[src/hw/rtl/idc_pkg.sv]
// Types and constants of the ignition dwell correction unit
package idc_pkg;

    localparam int unsigned QUO_W   = 24;
    localparam int unsigned DIV_A_W = 21;
    localparam int unsigned DIV_B_W = 4;
    localparam int unsigned NUM_W   = 39;
    localparam int unsigned CELLS   = QUO_W;

    // floor(x / 100) for 16-bit x as (x * RECIP_100) >> RECIP_SHIFT
    localparam logic [16:0] RECIP_100   = 17'd83887;
    localparam int unsigned RECIP_SHIFT = 23;

    localparam logic [7:0]  PCT_UNITY   = 8'd100;
    localparam logic [14:0] SPARK_SCALE = 15'd100;
    localparam logic [15:0] DWELL_MAX   = 16'hFFFF;
    localparam logic [15:0] HALF_CAP    = 16'd32767;

    localparam logic [7:0] SPARK_DURATION_RST = 8'd10;
    localparam logic       ERR_CORR_EN_RST    = 1'b0;
    localparam logic [4:0] CYLINDER_COUNT_RST = 5'd4;
    localparam logic       MULTI_PULSE_RST    = 1'b0;

    typedef enum logic [1:0] {
        REG_SPARK_DURATION,
        REG_ERROR_CORRECT_ENABLE,
        REG_CYLINDER_COUNT,
        REG_MULTI_PULSE_MODE
    } t_reg_idx;

    typedef struct packed {
        logic [7:0] spark_duration;
        logic       error_correct_enable;
        logic [4:0] cylinder_count;
        logic       multi_pulse_mode;
    } t_cfg;

    // one slot of the divider chain: burn division (a) and share division (b)
    typedef struct packed {
        logic               valid;
        logic               limit;
        logic [15:0]        target;
        logic [DIV_A_W-1:0] rem_a;
        logic [QUO_W-1:0]   quo_a;
        logic [DIV_A_W-1:0] div_a;
        logic [DIV_B_W-1:0] rem_b;
        logic [QUO_W-1:0]   quo_b;
        logic [DIV_B_W-1:0] div_b;
    } t_cell;

endpackage

[src/hw/rtl/idc_div_cell.sv]
// One restoring-division cell: resolves one quotient bit of both divisions
module idc_div_cell (
    input  logic           i_clk,
    input  logic           i_rst_n,
    input  logic           i_adv,
    input  idc_pkg::t_cell i_cell,
    output idc_pkg::t_cell o_cell
);
    import idc_pkg::*;

    logic [DIV_A_W:0] a_part;
    logic [DIV_A_W:0] a_diff;
    logic             a_fit;
    logic [DIV_B_W:0] b_part;
    logic [DIV_B_W:0] b_diff;
    logic             b_fit;
    t_cell            n_cell;
    t_cell            r_cell;

    // shift the next dividend bit out of the quotient word into the remainder
    assign a_part = {i_cell.rem_a, i_cell.quo_a[QUO_W-1]};
    assign a_diff = a_part - {1'b0, i_cell.div_a};
    assign a_fit  = a_part >= {1'b0, i_cell.div_a};

    assign b_part = {i_cell.rem_b, i_cell.quo_b[QUO_W-1]};
    assign b_diff = b_part - {1'b0, i_cell.div_b};
    assign b_fit  = b_part >= {1'b0, i_cell.div_b};

    always_comb begin
        n_cell       = i_cell;
        n_cell.rem_a = a_fit ? a_diff[DIV_A_W-1:0] : a_part[DIV_A_W-1:0];
        n_cell.quo_a = {i_cell.quo_a[QUO_W-2:0], a_fit};
        n_cell.rem_b = b_fit ? b_diff[DIV_B_W-1:0] : b_part[DIV_B_W-1:0];
        n_cell.quo_b = {i_cell.quo_b[QUO_W-2:0], b_fit};
    end

    always_ff @(posedge i_clk) begin
        if (!i_rst_n) begin
            r_cell.valid <= 1'b0;
        end else if (i_adv) begin
            r_cell <= n_cell;
        end
    end

    assign o_cell = r_cell;

endmodule

[config.mk]
export PLATFORM = sky130hd
export DESIGN_NAME = idc_div_cell
export DESIGN_NICKNAME = d
export VERILOG_FILES = /design/src/hw/rtl/idc_pkg.sv /design/src/hw/rtl/idc_div_cell.sv
export SDC_FILE = /design/constraint.sdc
export NUM_CORES = 1
export LEC_CHECK = 0
export ABC_AREA = 1
export BUFFER_PORTS_ARGS = -buffer_cell sky130_fd_sc_hd__buf_2
export CAP_MARGIN = 15
export CORE_MARGIN = 1
export CORE_UTILIZATION = 30
export CTS_CLUSTER_DIAMETER = 50
export CTS_CLUSTER_SIZE = 20
export DETAILED_ROUTE_END_ITERATION = 10
export PLACE_DENSITY = 0.52
export RECOVER_POWER = 25
export SLEW_MARGIN = 20
export SYNTH_ARGS = -nofsm -noshare
export SYNTH_HDL_FRONTEND = slang
export SYNTH_SLANG_ARGS = --single-unit
[constraint.sdc]
create_clock -name i_clk -period 3.75 [get_ports i_clk]
set_clock_uncertainty 0.2 [all_clocks]
set_input_delay 0.375 -clock i_clk [delete_from_list [all_inputs] [get_ports i_clk]]
set_output_delay 0.375 -clock i_clk [all_outputs]
set_load 0.005 [all_outputs]
# After elaboration in Yosys (flattened, before gate mapping)
# Index checks and enable logic that the tools add are counted.
# W data, S select, Z words.
# classes
reduce_logical,1
add_sub_neg,2
muxes,2
n_lt_le_gt_ge,2
# ops
op,n
$ge A22 B21 Y1,1
$mux W21,1
$sub A21 B21 Y21,1
$ge A5 B4 Y1,1
$mux W4,1
$sub A4 B4 Y4,1
$reduce_and A2 Y1,1
# totals
register_bits,116
output_inout_bits,116
elab_cells,16

# Depth between registers and ports, before layout
# depth
ltp_word,2
mapped_depth,16
mapped_depth_nobuf,15

# Worst setup path after synthesis
# No wires, ideal clock.
# synth_timing
path_kind,in2reg
start,input port i_rst_n
end,"register r_cell, in the netlist o_cell[0] (enable)"
stages,2
t_required_ps,3082
path_slack_ps,453
setup_time_ps,468
arrival_ps,2629
path_buffers,0
cell_sequence,nand2_1 inv_1
# synth_via
elab_chain_cells,1
# synth_rtl
element,line,text
from (decl),idc_div_cell.sv:4,"input logic i_rst_n,"
$reduce_and A2 Y1 (no line),-,
to (signal assigned),idc_div_cell.sv:41,r_cell <= n_cell;
to (decl),idc_div_cell.sv:18,t_cell r_cell;
# No other way between the ends.
# A chain may end at the register's enable or synchronous reset.

==> summary.txt <==
Status
  • Outcome: finished, final reports clean

Timing
  • Fmax: between 300 and 400 MHz
  • Max-slew violations: 0
  • Final hold vios: 0
  • Setup-failing EPs final: 0
  • Relative slew slack: between 50% and 60%
  • WHS: 0.04341 ns
  • Post-route minimum period: between 2 and 3 ns
  • Unrepaired setup endpoints after global routing: false
  • Worst setup margin: 0.8192 ns
  • Aggregate negative setup slack: 0 ns
  • Worst-margin pin slew: between 0.6 and 0.7 ns
  • Final Cycle Share: about four fifths

Worst setup path
  • Slowest-stage cell, CP: dlygate4sd3_1
  • Crit-path most repeated cell: nand2_1
  • Critical path fanouts, max: 24
  • CP Data Arrival Time: roughly 3 ns
  • Crit Path Category: input pin to register
  • Startpoint types: input pin
  • Crit end category: register
  • Req. time, crit path: around 3.8 ns
  • Worst Reg2Reg Path Length in Cells: 3
  • CP peak stage delay: around 0.52 ns
  • CP cell instances: dlygate4sd3_1, clkbuf_1, ha_1, inv_1, fa_1, nand2_1, nand2_1, nand3_2, nand2_2, nand2_1, nand2_2, nand2_2, nand2_4, inv_2, nand2_1, nand2_1

Drt
  • DR iter-0 viols: 193
  • Routed length per instance: roughly 14 µm
  • Routed WL: roughly 16 mm
  • Vias: between 4k and 5k
  • First-pass iteration count of the detailed router: 4
  • Number of routed nets with antenna violations: 0
  • Drt via density: between 4 and 5
  • # DRC: 0

Synthesis
  • Synth Area in XOR/XNOR: under 10%
  • Synth Area in Simple Gates: between 10% and 20%
  • Cell variety after synth: 33
  • Area contributors post-synth: edfxtp_1, nand2_1, inv_1
  • FF+latch count, synth: ~120
  • Synthesized-area fraction occupied by adder cells: roughly 6.4%
  • Register area share after synthesis: roughly 63%
  • Avg Cell Area, Syn: 10.52 µm²
  • Synthesized net count: about 670
  • Top-area cell type share of the netlist area: 62.88%
  • Syn. warnings: 0
  • Largest family of logic cells by synthesized area: simple AND/OR/NAND/NOR gates
  • Complex-gate fraction of the synthesized area: under 10%
  • Mapped Area: approximately 0.0055 mm²
  • Cells after Synth: between 500 and 600
  • Post-synthesis mux area share: 0%
  • Leading area contributor after synthesis: edfxtp_1

Cells and area
  • Area growth from synthesis to layout: 53.25%
  • Share of cells above drive strength 1: between 30% and 40%
  • Design area: 0.008416 mm²
  • Final net count: 1008
  • Number of flip-flops in the largest register: around 120

CTS
  • CTS tree: built
  • Post-CTS Resized: 0
  • Clock sink count: ~120
  • Reg clk slew, reported paths: about 0.06 ns
  • Clk buf depth: 2
  • H-tree depth: 4
  • Clk_lat worst skew: between 0.4 and 0.5 ns
  • Root buffer cell: clkbuf_16
  • Total CTS buffers: 17

Die
  • Chip height: between 100 and 150 µm
  • Rows: 49
  • Die width: 137.3 µm
  • Die area: roughly 0.019 mm²
  • IO Count: between 200 and 250
  • Starting density of the core: a little under a third
  • Core ar.: about 0.018 mm²

Global route
  • Tot GR Track Use: between 15 and 20%
  • Largest net degree at the start of global routing: between 70 and 80
  • Initial antenna violation count: 1
  • Total grt overflow: 0
  • Global-route wire length before repair: between 20 and 25 mm
  • Vias in the first global route: approximately 4.7k

Job
  • Max-cap violations: 0

Power
  • Leakage: 3.969 nW
  • Tot Pwr: between 0.003 and 0.004 W
  • Pwr Density: 455.5 mW/mm²
  • Peak VDD IR: between 0.3 and 0.4 mV

Placement
  • Setup WS pre-CTS: ~0.87 ns
  • Port Buf Inserts: between 200 and 250
  • Routability Congestion: between 0.8 and 0.9
  • DP Wirelength: 11.74 mm
  • Post-DP Area: a little under 0.007 mm²

Hold path
  • Hold WC Path Type: input pin to register
  • Hold Crit Depth: 3
==> path summary, 6_finish.rpt <==
kind | start | end | slack [ns]
setup reg to reg | o_cell[115] | o_cell[115] | 2.33
hold reg to reg | o_cell[115] | o_cell[115] | 0.93
setup / recovery | i_cell[32] | o_cell[86] | 0.82
hold / removal | i_cell[80] | o_cell[81] | 0.04
==> final cells by class <==
class	instances	area, µm²
inverter	86	325.3
fill	1755	9548
tap	229	286.5
clock buffer	18	429.2
antenna	1	2.502
clock inverter	14	176.4
multi-input combinational	316	1648
timing repair buffer	325	2074
sequential	116	3473
==> power by group <==
part / total, W / switching, W / internal (W)
registers: 0.00157 / 0.0000220 / 0.00155
clock network: 0.00166 / 0.000613 / 0.00105
logic: 0.000601 / 0.000327 / 0.000275
total: 0.00383 / 0.000962 / 0.00287
==> stage by stage <==
step | util [%] | cells
floorplan | - | 522
global placement | 38.55 | 982
detailed placement | 38.55 | 982
CTS | 46.93 | 1104
global route | 46.83 | 1104
finish | 46.85 | 1105
==> synth_stat cells <==
| master | count |
|---|---|
| a211oi_1 | 1 |
| a21oi_1 | 14 |
| a21oi_2 | 1 |
| a31oi_1 | 1 |
| and2_1 | 1 |
| and3_1 | 1 |
| buf_6 | 3 |
| clkbuf_8 | 1 |
| dfxtp_1 | 1 |
| edfxtp_1 | 115 |
| fa_1 | 2 |
| ha_1 | 25 |
| inv_1 | 84 |
| inv_2 | 2 |
| nand2_1 | 168 |
| nand2_2 | 9 |
| nand2_4 | 1 |
| nand3_1 | 29 |
| nand3_2 | 1 |
| nand3b_1 | 4 |
| nand4_1 | 3 |
| nor2_1 | 33 |
| nor2_2 | 1 |
| nor3_1 | 1 |
| nor3_2 | 1 |
| o21a_1 | 1 |
| o21ai_0 | 4 |
| o21bai_1 | 2 |
| o22ai_1 | 1 |
| or2_2 | 1 |
| or2_4 | 1 |
| xnor2_1 | 1 |
| xor2_1 | 8 |
==> metal layers <==
| metal | vias to the layer above | routed length (µm) | GRT usage, % |
|---|---|---|---|
| li1 | 2400 | - | - |
| met1 | 2128 | 6526 | 18.93 |
| met2 | 158 | 7974 | 30.58 |
| met3 | 23 | 1054 | 4.783 |
| met4 | 0 | 370 | 7.570 |
| met5 | - | 0 | 0 |
==> placed cells by master (no fill, tap or decap), types with 2 or more instances in the layout <==
master	n
a21oi_1	14
buf_2	220
bufinv_16	3
clkbuf_1	15
clkbuf_16	17
clkinv_2	2
clkinv_4	4
clkinvlp_4	2
dlygate4sd3_1	90
edfxtp_1	115
fa_1	2
ha_1	25
inv_1	83
inv_2	2
inv_6	3
nand2_1	168
nand2_2	9
nand3_1	29
nand3b_1	4
nand4_1	3
nor2_1	33
o21ai_0	4
o21bai_1	2
xor2_1	8
==> timing repair <==
item,4_1_cts,5_1_grt
setup buffers,0,0
hold endpoints to repair,89,0
hold buffers,90,0
==> worst max-delay path: cells and delay by family <==
kind	cells	cell delay (ns)
buffers and inverters	4	1.13
adders and majority gates	2	0.57
and+or+nand+nor	10	0.92
==> logic make-up (layout without fill, tap and decap cells) <==
logic type	Yosys count	in the layout
simple gates	255	255
flops	116	116
buf+inv	90	443
fa+ha+maj	27	27
compound gates	25	25
xor+xnor	9	9
other cells	0	1
No activity file was read; power rests on OpenSTA's default activity.
